File: src/hdl/sisc_queue.sv
`timescale 1ns / 1ps
// ----------------------------------------------------------------------------
// sisc_queue
// Two-entry job queue between front and back end.
// ----------------------------------------------------------------------------
module sisc_queue #(
	parameter int DW = 7
) (
	input  logic          clk,
	input  logic          arst_n,
	input  logic          in_valid,
	input  logic [DW-1:0] in_data,
	output logic          in_ready,
	output logic          out_valid,
	output logic [DW-1:0] out_data,
	input  logic          out_ready
);
	logic [DW-1:0] ent_q [2];
	logic          wp_q;
	logic          rp_q;
	logic [1:0]    cnt_q;
	logic          push;
	logic          pop;

	assign in_ready  = (cnt_q != 2'd2);
	assign out_valid = (cnt_q != 2'd0);
	assign out_data  = ent_q[rp_q];
	assign push      = in_valid && in_ready;
	assign pop       = out_valid && out_ready;

	always_ff @(posedge clk) begin
		if (push) begin
			ent_q[wp_q] <= in_data;
		end
	end

	always_ff @(posedge clk or negedge arst_n) begin
		if (!arst_n) begin
			wp_q  <= 1'b0;
			rp_q  <= 1'b0;
			cnt_q <= 2'd0;
		end else begin
			if (push) begin
				wp_q <= !wp_q;
			end
			if (pop) begin
				rp_q <= !rp_q;
			end
			if (push && !pop) begin
				cnt_q <= cnt_q + 2'd1;
			end else if (pop && !push) begin
				cnt_q <= cnt_q - 2'd1;
			end
		end
	end
endmodule

File: config.mk
export PLATFORM = sky130hd
export DESIGN_NAME = sisc_queue
export DESIGN_NICKNAME = d
export VERILOG_FILES = /design/src/hdl/sisc_queue.sv
export SDC_FILE = /design/constraint.sdc
export NUM_CORES = 1
export LEC_CHECK = 0
export ABC_CLOCK_PERIOD_IN_PS = 3680
export BUFFER_PORTS_ARGS = -buffer_cell sky130_fd_sc_hd__clkbuf_2
export CAP_MARGIN = 10
export CORE_UTILIZATION = 52
export CTS_CLUSTER_SIZE = 14
export DETAILED_ROUTE_END_ITERATION = 10
export PLACE_DENSITY = 0.79
export SLEW_MARGIN = 25
export SYNTH_ARGS = -nofsm -noshare
export SYNTH_HDL_FRONTEND = slang
export SYNTH_SLANG_ARGS = --single-unit
File: constraint.sdc
create_clock -name clk -period 3.68 [get_ports clk]
set_input_delay 0.552 -clock clk [delete_from_list [all_inputs] [get_ports clk]]
set_output_delay 0.552 -clock clk [all_outputs]
set_load 0.02 [all_outputs]
==> results.py <==
metrics = {
    "job": {
        "maxCapViolCount": 0,
    },
    "clock_network": {
        "cts_hold_buffers": 0,
        "clock_tree.root_cell": "sky130_fd_sc_hd__clkbuf_4",
        "post_cts_resized": 0,
        "tritoncts": "built",
        "htreeDepth": 1,
        "clk_pin_slew_ns": 0.09,
        "worst_skew_pair.late_latency_ns": 0.28,
        "cts_buffer_depth": 2,
        "cts_setup_buffers": 0,
        "cts_made_buffers": 3,
        "clock_sinks": 18,
    },
    "timing": {
        "final.setup.tns_ns": 0,
        "report.final.setup_viol": 0,
        "fmax_mhz": 522.4,
        "timing_hold_violations_final": 0,
        "clock_skew_ns": 0.003914,
        "timing_worst_slew_pin_value_ns": 0.5682,
        "final.period_utilization": 0.5202,
        "minimum_clock_period_after_layout_ns": 1.914,
        "rsz0062_at_grt": "false",
        "final_max_slew_viol_count": 0,
        "slew-limit-headroom": 0.6198,
    },
    "logic_synthesis": {
        "synth_warn": 0,
        "synth.most_common_cell": "sky130_fd_sc_hd__edfxtp_1",
        "synthArstFlopShare": 0.2222,
        "post_syn_area_um2": 715.7,
        "synthesis.instances": 40,
        "ys_top_cells_by_count": "sky130_fd_sc_hd__edfxtp_1, sky130_fd_sc_hd__mux2_2, sky130_fd_sc_hd__dfrtp_1",
        "synth_cell_types": 14,
        "synth_sequential_area_ratio": 0.7273,
        "ys_top_cells_by_area": "sky130_fd_sc_hd__edfxtp_1, sky130_fd_sc_hd__dfrtp_1, sky130_fd_sc_hd__mux2_2, sky130_fd_sc_hd__xnor2_1, sky130_fd_sc_hd__xor2_1",
        "flops_latches_synth": 18,
        "ys_dominant_reg_cell": "sky130_fd_sc_hd__edfxtp_1",
        "yosysTopAreaCell": "sky130_fd_sc_hd__edfxtp_1",
        "synth_top_area_frac": 0.5874,
        "syn-mean-instance-area_um2": 17.89,
        "synth_edf_count": 14,
        "synth_nets": 52,
    },
    "pwr": {
        "report.power.total_mw": 0.7060,
        "irDropWorstVdd_uv": 492.3,
        "cellLeakagePower_nw": 0.3644,
        "power_density_nw_per_um2": 820.1,
    },
    "grt": {
        "number_of_global_route_vias_before_repair": 348,
        "initial_antenna_violation_count": 0,
        "grt_use_total": 0.1592,
        "final_global_route_overflow_total": 0,
        "first_pass_grt_wire_length_mm": 1.442,
        "grt_start_max_net_pins": 11,
    },
    "routing": {
        "routed.top_layer": "met4",
        "m1WireLength_um": 402,
        "drtIter0Drc": 5,
        "route.detailed.wl_per_inst_um": 12.31,
        "routed-wl-met3_um": 48,
        "avgViaCountPerCell": 4.961,
        "routed-wl-met2_um": 488,
        "drt_pass1_iterations": 4,
        "drc": 0,
        "drt.antenna.violating_nets": 0,
        "dr_total_vias": 382,
        "finalWirelength_um": 948,
    },
    "placement": {
        "gpl.final_weighted_congestion": 0.6080,
        "half_perimeter_wire_length_after_detailed_placement_um": 710.3,
        "portBuffers": 19,
    },
    "critical_path": {
        "crit-reg2reg-launch": "cnt_q[0]$_DFFE_PN0P_",
        "timing.critical_path.slowest_cell_delay_ns": 0.55,
        "timing.critical_path.to_type": "primary output",
        "timing_worst_setup_path_type": "flop to primary output",
        "crit_path_top_delay_cell": "sky130_fd_sc_hd__dfrtp_1",
        "worst-path-max-fanout": 8,
        "crit_path_start_kind": "flop",
        "timing.critical_path.arrival_ns": 1.36,
        "critical_path.reg2reg.endpoint": "ent_q[0][1]$_DFFE_PP_",
        "reg2reg_slack_ns": 2.18,
        "timing.reg2reg.worst_path_depth": 3,
        "cp_cell_sequence": "mux2_2, clkbuf_2",
        "worst-endpoint-required_ns": 3.13,
    },
    "layout": {
        "finish.net_count": 75,
        "antennaDiodeCount": 0,
        "fillerInstances": 99,
        "drive_above_1_share": 0.5323,
        "area_delta_synth_final_pct": 20.28,
    },
    "floorplanning": {
        "die_h_um": 39.10,
        "fp-row-count": 13,
        "die_w_um": 39.10,
        "core-area_um2": 1285,
        "die-area_um2": 1529,
        "start_util": 0.5570,
        "ioPinCount": 20,
    },
    "worst_hold_path": {
        "hold_path.class": "input port to asynchronous set/reset pin",
    },
    "outcome": {
        "run_status": "finished, final reports clean",
    },
}
## worst max-delay path by stage
| stage | start | to | slack (ns) | cells after the start |
|---|---|---|---|---|
| after CTS | rp_q$_DFFE_PN0P_ | out_data[0] | 1.74 | 2 |
| after global routing | rp_q$_DFFE_PN0P_ | out_data[1] | 1.68 | 2 |
| after global placement | rp_q$_DFFE_PN0P_ | out_data[4] | 2.09 | 2 |
| final | rp_q$_DFFE_PN0P_ | out_data[0] | 1.77 | 2 |
| after detailed placement | rp_q$_DFFE_PN0P_ | out_data[0] | 2.07 | 2 |
| after floorplan | rp_q$_DFFE_PN0P_ | out_data[0] | 2.25 | 2 |
## kinds of logic after synthesis
logic type               share of synthesized area
buffers and inverters                      0.01223
adder cells (fa/ha/maj)                    0.01748
AND/OR/NAND/NOR                            0.07168
multiplexers                                0.1101
XOR/XNOR                                   0.06120
flip-flops                                  0.7273
## registers in the layout (all words and copies together) (netlist names)
signal	flops
cnt_q	2
rp_q	1
wp_q	1
ent_q	14
## metrics by stage
stage            util  setup slack [ns]  instances  hold WS [ns]  area, um^2
3_5_place_dp   0.6417             2.069         73        0.3673       824.5
5_1_grt        0.6699             1.678         77       0.03567       860.8
2_1_floorplan       -             2.254         40        0.2564       715.7
6_report       0.6699             1.766         77       0.05629       860.8
3_3_place_gp   0.6417             2.090         73        0.3636       824.5
4_1_cts        0.6699             1.736         77       0.04822       860.8
## metal layers
layer | GRT usage | vias to the layer above
met1 | 0.1686 | 183
met3 | 0.06936 | 2
li1 | - | 187
met2 | 0.2417 | 10
met5 | 0 | -
met4 | 0.1293 | 0
## cell usage in the layout, fill, tap and decap left out
cell type                  synthesis  final
sky130_fd_sc_hd__clkbuf_2          0     19
sky130_fd_sc_hd__edfxtp_1         14     14
sky130_fd_sc_hd__mux2_2            7      7
sky130_fd_sc_hd__dfrtp_1           4      4
sky130_fd_sc_hd__xnor2_1           3      3
sky130_fd_sc_hd__clkbuf_4          0      3
sky130_fd_sc_hd__nor2_1            2      2
sky130_fd_sc_hd__xor2_1            2      2
sky130_fd_sc_hd__nand2b_4          1      1
sky130_fd_sc_hd__nand2_1           1      1
sky130_fd_sc_hd__inv_1             1      1
sky130_fd_sc_hd__or2_4             1      1
sky130_fd_sc_hd__nand2_4           1      1
sky130_fd_sc_hd__and3_1            1      1
sky130_fd_sc_hd__ha_1              1      1
sky130_fd_sc_hd__clkbuf_8          0      1
## layout make-up
class                   instances  area, um^2  area share
multi-input cells              20       186.4      0.2166
flip-flops and latches         18       520.5      0.6047
clock buffers                   4       36.28     0.04215
repair buffers                 19       95.09      0.1105
inverters                       1       3.754    0.004360
well taps                      15       18.77     0.02180
## critical path: cells and delay by family (launching register included)
kind / cells / cell delay, ns
buf+inv: 1 / 0.15
flops: 1 / 0.55
mux: 1 / 0.38
## power breakdown
group          switching [mW]  total (mW)  internal (mW)
sequential             0.0446       0.330          0.285
clock                  0.0539       0.114         0.0602
combinational           0.138       0.262          0.124
No activity file was read; power rests on OpenSTA's default activity.
