[src/hdl/sisc_pkg.sv]
`timescale 1ns / 1ps
// ----------------------------------------------------------------------------
// sisc_pkg
// Shared widths, register map and constants of the sigma-clip mean block.
// ----------------------------------------------------------------------------
package sisc_pkg;

	localparam int SAMPLE_W  = 24;      // conversion word
	localparam int CNT_W     = 7;       // sample_count register
	localparam int DEV_W     = 24;      // acceptable_deviation register
	localparam int MEAN_W    = 32;      // mean, 8 fraction bits
	localparam int FRAC_W    = 8;
	localparam int PCT_W     = 7;
	localparam int PCT_SCALE = 100;

	localparam int PADDR_W = 3;
	localparam int PDATA_W = 32;

	localparam logic [CNT_W-1:0] CNT_RESET = 7'd16;
	localparam logic [DEV_W-1:0] DEV_RESET = 24'd524288;   // 1 pF in counts

	// register index (paddr / 4)
	localparam logic REG_SAMPLE_COUNT = 1'b0;
	localparam logic REG_ACC_DEV      = 1'b1;

endpackage

[src/hdl/sisc_in_if.sv]
`timescale 1ns / 1ps
// ----------------------------------------------------------------------------
// sisc_in_if
// Sample channel: valid/ready handshake with one conversion word.
// ----------------------------------------------------------------------------
interface sisc_in_if import sisc_pkg::*; ();
	logic                       valid;
	logic                       ready;
	logic signed [SAMPLE_W-1:0] sample;

	modport source (output valid, sample, input ready);
	modport sink   (input valid, sample, output ready);
endinterface

[src/hdl/sisc_front.sv]
`timescale 1ns / 1ps
// ----------------------------------------------------------------------------
// sisc_front
// Takes samples, writes them to the store and posts a batch job when full.
// ----------------------------------------------------------------------------
module sisc_front import sisc_pkg::*; #(
	parameter int MAX_SAMPLES = 64
) (
	input  logic                               clk,
	input  logic                               arst_n,
	sisc_in_if.sink                            smp,
	input  logic [CNT_W-1:0]                   sample_count,
	input  logic                               batch_done,
	output logic                               wr_en,
	output logic [$clog2(MAX_SAMPLES)-1:0]     wr_addr,
	output logic [SAMPLE_W-1:0]                wr_data,
	output logic                               job_valid,
	output logic [$clog2(MAX_SAMPLES+1)-1:0]   job_total,
	input  logic                               job_ready
);
	localparam int NW = $clog2(MAX_SAMPLES + 1);
	localparam int AW = $clog2(MAX_SAMPLES);

	logic [NW-1:0] loaded_q;
	logic          hold_q;      // batch handed off, store owned by back end
	logic [NW-1:0] target;
	logic [NW-1:0] next_cnt;
	logic          acc;
	logic          close;

	always_comb begin
		if (sample_count == '0) begin
			target = NW'(1);
		end else if (int'(sample_count) > MAX_SAMPLES) begin
			target = NW'(MAX_SAMPLES);
		end else begin
			target = NW'(sample_count);
		end
	end

	assign smp.ready = !hold_q && job_ready;
	assign acc       = smp.valid && smp.ready;
	assign next_cnt  = loaded_q + NW'(1);
	assign close     = acc && (next_cnt >= target);

	assign wr_en     = acc;
	assign wr_addr   = loaded_q[AW-1:0];
	assign wr_data   = smp.sample;
	assign job_valid = close;
	assign job_total = next_cnt;

	always_ff @(posedge clk or negedge arst_n) begin
		if (!arst_n) begin
			loaded_q <= '0;
			hold_q   <= 1'b0;
		end else begin
			if (acc) begin
				loaded_q <= close ? '0 : next_cnt;
			end
			if (close) begin
				hold_q <= 1'b1;
			end else if (batch_done) begin
				hold_q <= 1'b0;
			end
		end
	end
endmodule

[src/flat_wrapper.sv]
// flat-port wrapper written by rule: the top's interface ports become plain ports
module sisc_front_flat import sisc_pkg::*;
#(
	parameter int MAX_SAMPLES = 64
)
  (clk, arst_n, sample_count, batch_done, wr_en, wr_addr, wr_data, job_valid, job_total, job_ready, smp_valid, smp_sample, smp_ready);
  sisc_in_if smp_i ();
  input  logic clk;
  input  logic arst_n;
  input  logic [CNT_W-1:0] sample_count;
  input  logic batch_done;
  output logic wr_en;
  output logic [$clog2(MAX_SAMPLES)-1:0] wr_addr;
  output logic [SAMPLE_W-1:0] wr_data;
  output logic job_valid;
  output logic [$clog2(MAX_SAMPLES+1)-1:0] job_total;
  input  logic job_ready;
  input wire logic [$bits(smp_i.valid)-1:0] smp_valid;
  input wire logic [$bits(smp_i.sample)-1:0] smp_sample;
  output wire logic [$bits(smp_i.ready)-1:0] smp_ready;
  assign smp_i.valid = smp_valid;
  assign smp_i.sample = smp_sample;
  assign smp_ready = smp_i.ready;
  sisc_front #(.MAX_SAMPLES(MAX_SAMPLES)) u_core (.clk(clk), .arst_n(arst_n), .smp(smp_i), .sample_count(sample_count), .batch_done(batch_done), .wr_en(wr_en), .wr_addr(wr_addr), .wr_data(wr_data), .job_valid(job_valid), .job_total(job_total), .job_ready(job_ready));
endmodule
[config.mk]
export PLATFORM = sky130hd
export DESIGN_NAME = sisc_front_flat
export DESIGN_NICKNAME = d
export VERILOG_FILES = /design/src/hdl/sisc_pkg.sv /design/src/hdl/sisc_in_if.sv /design/src/hdl/sisc_front.sv /design/src/flat_wrapper.sv
export SDC_FILE = /design/constraint.sdc
export NUM_CORES = 1
export LEC_CHECK = 0
export BUFFER_PORTS_ARGS = -buffer_cell sky130_fd_sc_hd__buf_4
export CAP_MARGIN = 10
export CELL_PAD_IN_SITES_DETAIL_PLACEMENT = 0
export CELL_PAD_IN_SITES_GLOBAL_PLACEMENT = 1
export CORE_MARGIN = 2
export CORE_UTILIZATION = 27
export CTS_CLUSTER_DIAMETER = 30
export DETAILED_ROUTE_END_ITERATION = 7
export HOLD_SLACK_MARGIN = 0.02
export PLACE_DENSITY = 0.95
export SLEW_MARGIN = 20
export SYNTH_ARGS = -nofsm -noshare
export SYNTH_HDL_FRONTEND = slang
export SYNTH_SLANG_ARGS = --single-unit
[constraint.sdc]
create_clock -name clk -period 5.71 [get_ports clk]
set_clock_uncertainty 0.2 [all_clocks]
set_input_delay 1.142 -clock clk [delete_from_list [all_inputs] [get_ports clk]]
set_output_delay 1.142 -clock clk [all_outputs]
set_load 0.01 [all_outputs]
==> impl_metrics.tcl, run 1 <==
set metrics [dict create \
    maxCapViolCount 0 \
    criticalPathCategory "in -> out" \
    hpwl_um 1550 \
    clock_tree.root_cell "clkbuf_4" \
    clkTransAtPathRegs_ns 0.06 \
    cts_buffers 3 \
    cts_max_path_buffers 2 \
    netlist.area_leader.share 0.258 \
    final-seq-area_um2 200 \
    synthFlopType "dfrtp_1" \
    dpl-instance-area_um2 907 \
    arrival_ns 2.89 \
    wire_per_inst_um 12.3 \
    setup_violations 0 \
    drive_gt1_frac 0.343 \
    syn_area_um2 875 \
    gp_congestion 0.808 \
    ir_drop_v 0.0000833 \
    post-route-drc-count 0 \
    nFillCells 323 \
    core_um2 3080 \
    critPathMaxFanout 9 \
    worst_slew_pin_slew_ns 0.370 \
    ys_seq_area_frac 0.229 \
    dieArea_um2 3710 \
    final_area_um2 930 \
    relSlewSlack 0.753 \
    synth_area_per_cell_um2 8.33 \
    hold_depth 2 \
    num_rows 20 \
    drt-initial-drc-count 12 \
    die_h_um 60.9 \
    synth_enable_flop_cells 0 \
    holdBufCountCts 0 \
    drv_slew 0 \
    io_pins 76 \
    gr-usage-all-layers 0.103 \
    pre_cts_ws_ns 1.47 \
    yosys-top-cells-count "buf_4, nand2_1, dfrtp_1, ha_1, inv_1" \
    nNetsFinal 151 \
    synth_cell_types 27 \
    via_per_inst 4.55 \
    period_share 0.741 \
    antenna_found_initial 0 \
    dp.cells 146 \
    fp.dieW_um 60.9 \
    hp-class "reg -> reg" \
    io_buffers 27 \
    power.leakage_uw 0.000468 \
    route.vias.total 678 \
    synthTopCellsByArea "buf_4, dfrtp_1, ha_1, nand2_1, xnor2_1" \
    dr.pass1.iters 4 \
    diodes 0 \
    synth_fp_nets 149 \
    synthArstFlopShare 1.00 \
    maxClockFrequency_mhz 236 \
    grt_overflow 0 \
    insertion_delay_ns 0.25 \
    wirelength_um 1830 \
    grt_start_max_net_pins 11 \
    synthCells 105 \
    crit_path_start_kind "input pin" \
    fin_crit_ns 4.23 \
    status "completed" \
    start_util 0.284 \
    post_cts_resized 0 \
    finalHoldViolations 0 \
    cts_tree "built" \
    multiInputGateArea_um2 423 \
    grt_pass1_vias 620 \
    final.setup.tns_ns 0 \
    hold_slack_ns 0.309 \
    stdcell_count 149 \
    htree_levels 1 \
    synth_seq_cells 8 \
    yosys_warnings 0 \
    ant_nets 0 \
    yosysMostFrequentCell "buf_4" \
    critPathRequiredTime_ns 4.37 \
    worstRegToRegCells 9 \
    worstSetupEndpointType "primary output" \
    grt_pass1_wl_um 2880 \
    area_growth_syn_to_layout_pct 6.29 \
    yosysTopAreaCell "buf_4" \
    setup_slack_ns 1.48 \
    clock-sinks 8 \
    power.density_nw_per_um2 436 \
    rsz0062_at_grt "false" \
    postCtsSetupBuffers 0 \
]
[metal layers]
metal  up-vias  routed length (um)  global-route usage
met2        32                1020               0.183
met5         -                   0                   0
met1       310                 575               0.106
li1        324                   -                   -
met3        12                 183              0.0362
met4         0                  49              0.0528
[power by group]
part | leakage (uW) | internal (uW) | switching [uW]
clock | 0.0000138 | 24.1 | 19.8
combinational | 0.000351 | 124 | 135
sequential | 0.000103 | 76.3 | 25.8
[stage by stage]
stage | total power [uW] | utilization
2_1_floorplan | 293 | -
3_3_place_gp | 356 | 0.295
3_5_place_dp | 366 | 0.295
4_1_cts | 410 | 0.302
5_1_grt | 443 | 0.302
6_report | 405 | 0.302
[sequential cells by signal, indices dropped and copies added, names as in the netlist]
name	count
u_core.loaded_q	7
u_core.hold_q	1
[critical path: stages]
cell	delay (ns)
buf_4	0.11
nor3_1	0.17
a21oi_1	0.08
nor2_1	0.09
ha_1	0.23
nand2b_4	0.15
a2111oi_4	0.39
o21ai_2	0.19
and2_1	0.19
buf_4	0.14
[cell families after synthesis]
family,share of synthesized area
compound gates,0.157
xor+xnor,0.0501
fa+ha+maj,0.114
buf+inv,0.288
flops,0.229
simple gates,0.162
[area by class of cell]
cell class | count | area share
tap | 44 | 0.0592
inverter | 7 | 0.0283
timing repair buffer | 27 | 0.218
clock buffer | 3 | 0.0242
sequential | 8 | 0.215
multi-input combinational | 60 | 0.455
[cells in the final DEF (no fill, tap or decap), types with 2 or more instances in the layout]
cell      Yosys  final
nor2_1        4      4
buf_4        30     27
o21ai_0       4      4
nand2_1      18     18
a21oi_1       2      2
xnor2_1       4      4
ha_1          8      8
dfrtp_1       8      8
o31ai_1       2      2
clkbuf_4      0      3
inv_1         6      6
nand3_1       3      3
[final timing paths]
| kind | start | endpoint | slack (ns) |
|---|---|---|---|
| min in group asynchronous | arst_n | u_core.hold_q$_DFFE_PN0P_ | 0.49 |
| max in group asynchronous | arst_n | u_core.loaded_q[2]$_DFFE_PN0P_ | 4.69 |
| hold reg to reg | u_core.loaded_q[6]$_DFFE_PN0P_ | u_core.loaded_q[6]$_DFFE_PN0P_ | 0.31 |
| hold / removal | u_core.loaded_q[6]$_DFFE_PN0P_ | u_core.loaded_q[6]$_DFFE_PN0P_ | 0.31 |
| setup / recovery | sample_count[1] | job_valid | 1.48 |
| setup reg to reg | u_core.loaded_q[0]$_DFFE_PN0P_ | u_core.loaded_q[0]$_DFFE_PN0P_ | 3.18 |
Note: power is estimated with default switching activity, not from simulation.
==> run 2: changes to the inputs <==
--- a/config.mk
+++ b/config.mk
@@ -5,16 +5,17 @@
 export SDC_FILE = /design/constraint.sdc
 export NUM_CORES = 1
 export LEC_CHECK = 0
+export ABC_AREA = 1
 export BUFFER_PORTS_ARGS = -buffer_cell sky130_fd_sc_hd__buf_4
 export CAP_MARGIN = 10
 export CELL_PAD_IN_SITES_DETAIL_PLACEMENT = 0
 export CELL_PAD_IN_SITES_GLOBAL_PLACEMENT = 1
 export CORE_MARGIN = 2
-export CORE_UTILIZATION = 27
+export CORE_UTILIZATION = 22
 export CTS_CLUSTER_DIAMETER = 30
 export DETAILED_ROUTE_END_ITERATION = 7
 export HOLD_SLACK_MARGIN = 0.02
-export PLACE_DENSITY = 0.95
+export PLACE_DENSITY = 0.85
 export SLEW_MARGIN = 20
 export SYNTH_ARGS = -nofsm -noshare
 export SYNTH_HDL_FRONTEND = slang
==> constraint.sdc (replaced) <==
create_clock -name clk -period 3.5 [get_ports clk]
set_clock_uncertainty 0.2 [all_clocks]
set_input_delay 0.7 -clock clk [delete_from_list [all_inputs] [get_ports clk]]
set_output_delay 0.7 -clock clk [all_outputs]
set_load 0.01 [all_outputs]
==> run 2 against run 1 <==
  * Utilization down 5.1 points
  * First-iteration DRC count shrank 33%
  * Sequential share of layout area fell by 1.5 points
  * Flip-flop and latch count did not move
  * Total power up 52%
  * Setup slack got worse by 1.2 ns
  * Sequential power increased by 47%
  * Clock power is 150% higher
  * Critical path depth rose by 3
  * Critical endpoint unchanged
  * Largest cell class unchanged
  * Highest routed layer unchanged
==> impl_metrics.tcl, run 2 <==
set metrics [dict create \
    nNetsFinal 169 \
    post_cts_resized 0 \
    yosysTopAreaCell "buf_4" \
    wire_per_inst_um 10.0 \
    criticalPathCategory "in -> out" \
    grt_overflow 0 \
    gp_congestion 0.775 \
    start_util 0.227 \
    holdBufCountCts 0 \
    p_comb_frac 0.581 \
    route.vias.total 686 \
    hold_slack_ns 0.0808 \
    synth-simple-area-share 0.294 \
    busiest_layer "met2" \
    top_register "u_core.loaded_q" \
    io_buffers 27 \
    synth_enable_flop_cells 0 \
    fin_crit_ns 3.26 \
    path_buf_inv 2 \
    maxCapViolCount 0 \
    grt_start_max_net_pins 11 \
    cts_buffers 3 \
    synth_area_per_cell_um2 7.45 \
    synthArstFlopShare 1.00 \
    internal_power_uw 358 \
    synth_seq_cells 8 \
    synth_xor_area_frac 0.0653 \
    cp_top_family "simple AND/OR/NAND/NOR gates" \
    crit_top_cell "nand2_1" \
    worstReg2RegStart "u_core.loaded_q[1]$_DFFE_PN0P_" \
    crit_start "sample_count[3]" \
    slowest_delay_ns 0.27 \
    rr_endpoint "u_core.loaded_q[5]$_DFFE_PN0P_" \
    crit_path_start_kind "input pin" \
    worstSetupEndpoint "job_valid" \
    path_cells "buf_4, nor4_1, nand2_1, nand2_1, nand2_1, ha_1, nand2_1, nor2_1, nand2_1, nor2_1, nor2_4, nor2_1, buf_4" \
    critPathRequiredTime_ns 2.60 \
    num_rows 23 \
    cts_tree "built" \
    synthFlopType "dfrtp_1" \
    via_per_inst 3.97 \
    r2r_setup_slack_ns 1.21 \
    seqPwrFrac 0.243 \
    use_met3 0.0280 \
    final.setup.tns_ns 0 \
    synthAdderAreaFrac 0.111 \
    wirelength_um 1730 \
    cpMaxStageDelayCell "nor4_1" \
    layout_commonest_cell "nand2_1" \
    clock-sinks 8 \
    largestRegisters "u_core.loaded_q x7, u_core.hold_q x1" \
    power.leakage_uw 0.000549 \
    synth_cell_types 19 \
    relSlewSlack 0.792 \
    p_sw_uw 259 \
    clock_tree.root_cell "clkbuf_8" \
    largest_reg_flops 7 \
    arrival_ns 2.36 \
    ir_drop_v 0.000231 \
    grt_pass1_vias 667 \
    hp-class "in -> async" \
    yosys-top-cells-count "nand2_1, buf_4" \
    ant_nets 0 \
    worst-path-stages 13 \
    worstSetupEndpointType "primary output" \
    gr-usage-all-layers 0.0833 \
    synth_fp_nets 165 \
    hpwl_um 1500 \
    cts_max_path_buffers 2 \
    setup_violations 0 \
    worst_slew_pin_slew_ns 0.310 \
    synth_compound_gate_area_share 0.0194 \
    sw_frac_of_total 0.420 \
    synthCells 121 \
    diodes 0 \
    dieArea_um2 4620 \
    p_clk_frac 0.177 \
    power.density_nw_per_um2 618 \
    finalHoldViolations 0 \
    muxShareOfSynthArea 0 \
    ys_seq_area_frac 0.222 \
    htree_levels 1 \
    area_growth_syn_to_layout_pct 10.7 \
    drt-initial-drc-count 8 \
    antenna_found_initial 0 \
    maxClockFrequency_mhz 307 \
    dr.pass1.iters 4 \
    post-route-drc-count 0 \
    synth_top_family_by_area "simple AND/OR/NAND/NOR gates" \
    die_h_um 68.0 \
    grt_pass1_wl_um 2860 \
    drv_slew 0 \
    layout_common_cells "nand2_1, buf_4" \
    postCtsSetupBuffers 0 \
    insertion_delay_ns 0.23 \
    gr-usage-met2 0.131 \
    rsz0062_at_grt "false" \
    yosys_warnings 0 \
    drive_gt1_frac 0.341 \
    io_pins 76 \
    clkTransAtPathRegs_ns 0.04 \
    critPathMaxFanout 9 \
    netlist.area_leader.share 0.250 \
    globalRouteMet1Util 0.0926 \
    worstRegToRegCells 12 \
    yosysMostFrequentCell "nand2_1" \
    status "completed" \
    synthTopCellsByArea "buf_4, dfrtp_1, nand2_1, ha_1, nand3_1" \
    period_share 0.931 \
    fp.dieW_um 68.0 \
    core_um2 3970 \
    syn_area_um2 901 \
]
run 2: per-layer routing:
metal  wire (um)  part of all wire
met1         701              0.40
met5           0                 0
met4          44             0.025
met2         845              0.49
met3         140             0.081
run 2: cell families (layout without fill, tap and decap cells):
| group | count (synthesis) | in the layout |
|---|---|---|
| XOR/XNOR | 5 | 5 |
| buffers and inverters | 39 | 41 |
| AO/OA/AOI/OAI | 3 | 3 |
| flip-flops | 8 | 8 |
| AND/OR/NAND/NOR | 58 | 58 |
| adder cells (fa/ha/maj) | 8 | 8 |
run 2: worst min-delay path by stage:
stage,slack (ns),endpoint,depth (start not counted),from
global placement,0.32,u_core.loaded_q[0]$_DFFE_PN0P_,1,arst_n
CTS,0.08,u_core.loaded_q[0]$_DFFE_PN0P_,1,arst_n
detailed placement,0.32,u_core.loaded_q[0]$_DFFE_PN0P_,1,arst_n
global route,0.08,u_core.loaded_q[6]$_DFFE_PN0P_,1,arst_n
floorplan,0.20,u_core.hold_q$_DFFE_PN0P_,0,arst_n
finish,0.08,u_core.loaded_q[0]$_DFFE_PN0P_,1,arst_n
run 2: worst reg2reg max path, cell delays in order (launching register included):
cell,delay [ns]
dfrtp_1,0.40
ha_1,0.22
nand3_2,0.12
nor2_4,0.12
xor2_2,0.22
ha_1,0.28
nand2_1,0.09
nor2_1,0.05
nand2_1,0.06
nand3_1,0.10
nor2_4,0.21
nand3_1,0.10
nand2_1,0.07
run 2: final cells by class:
| type | instances | area, um2 |
|---|---|---|
| fill | 463 | 2970 |
| multi-input combinational | 74 | 442 |
| timing repair buffer | 29 | 218 |
| sequential | 8 | 200 |
| tap | 50 | 62.6 |
| clock buffer | 3 | 41.3 |
| inverter | 9 | 33.8 |
run 2: power groups by stage:
stage               logic [uW]  clock network [uW]  registers [uW]
floorplan                  266                   0             149
global placement           364                   0             150
detailed placement         365                   0             151
CTS                        368                 111             150
global route               410                 118             153
finish                     358                 109             150
run 2: stage by stage:
| step | power (uW) | instances | worst slack [ns] | util | area [um2] |
|---|---|---|---|---|---|
| 5_1_grt | 681 | 173 | 0.0375 | 0.251 | 997 |
| 6_report | 617 | 173 | 0.240 | 0.251 | 997 |
| 2_1_floorplan | 415 | 121 | 0.529 | - | 901 |
| 3_5_place_dp | 516 | 170 | 0.214 | 0.241 | 956 |
| 4_1_cts | 629 | 173 | 0.214 | 0.251 | 997 |
| 3_3_place_gp | 514 | 170 | 0.279 | 0.241 | 956 |
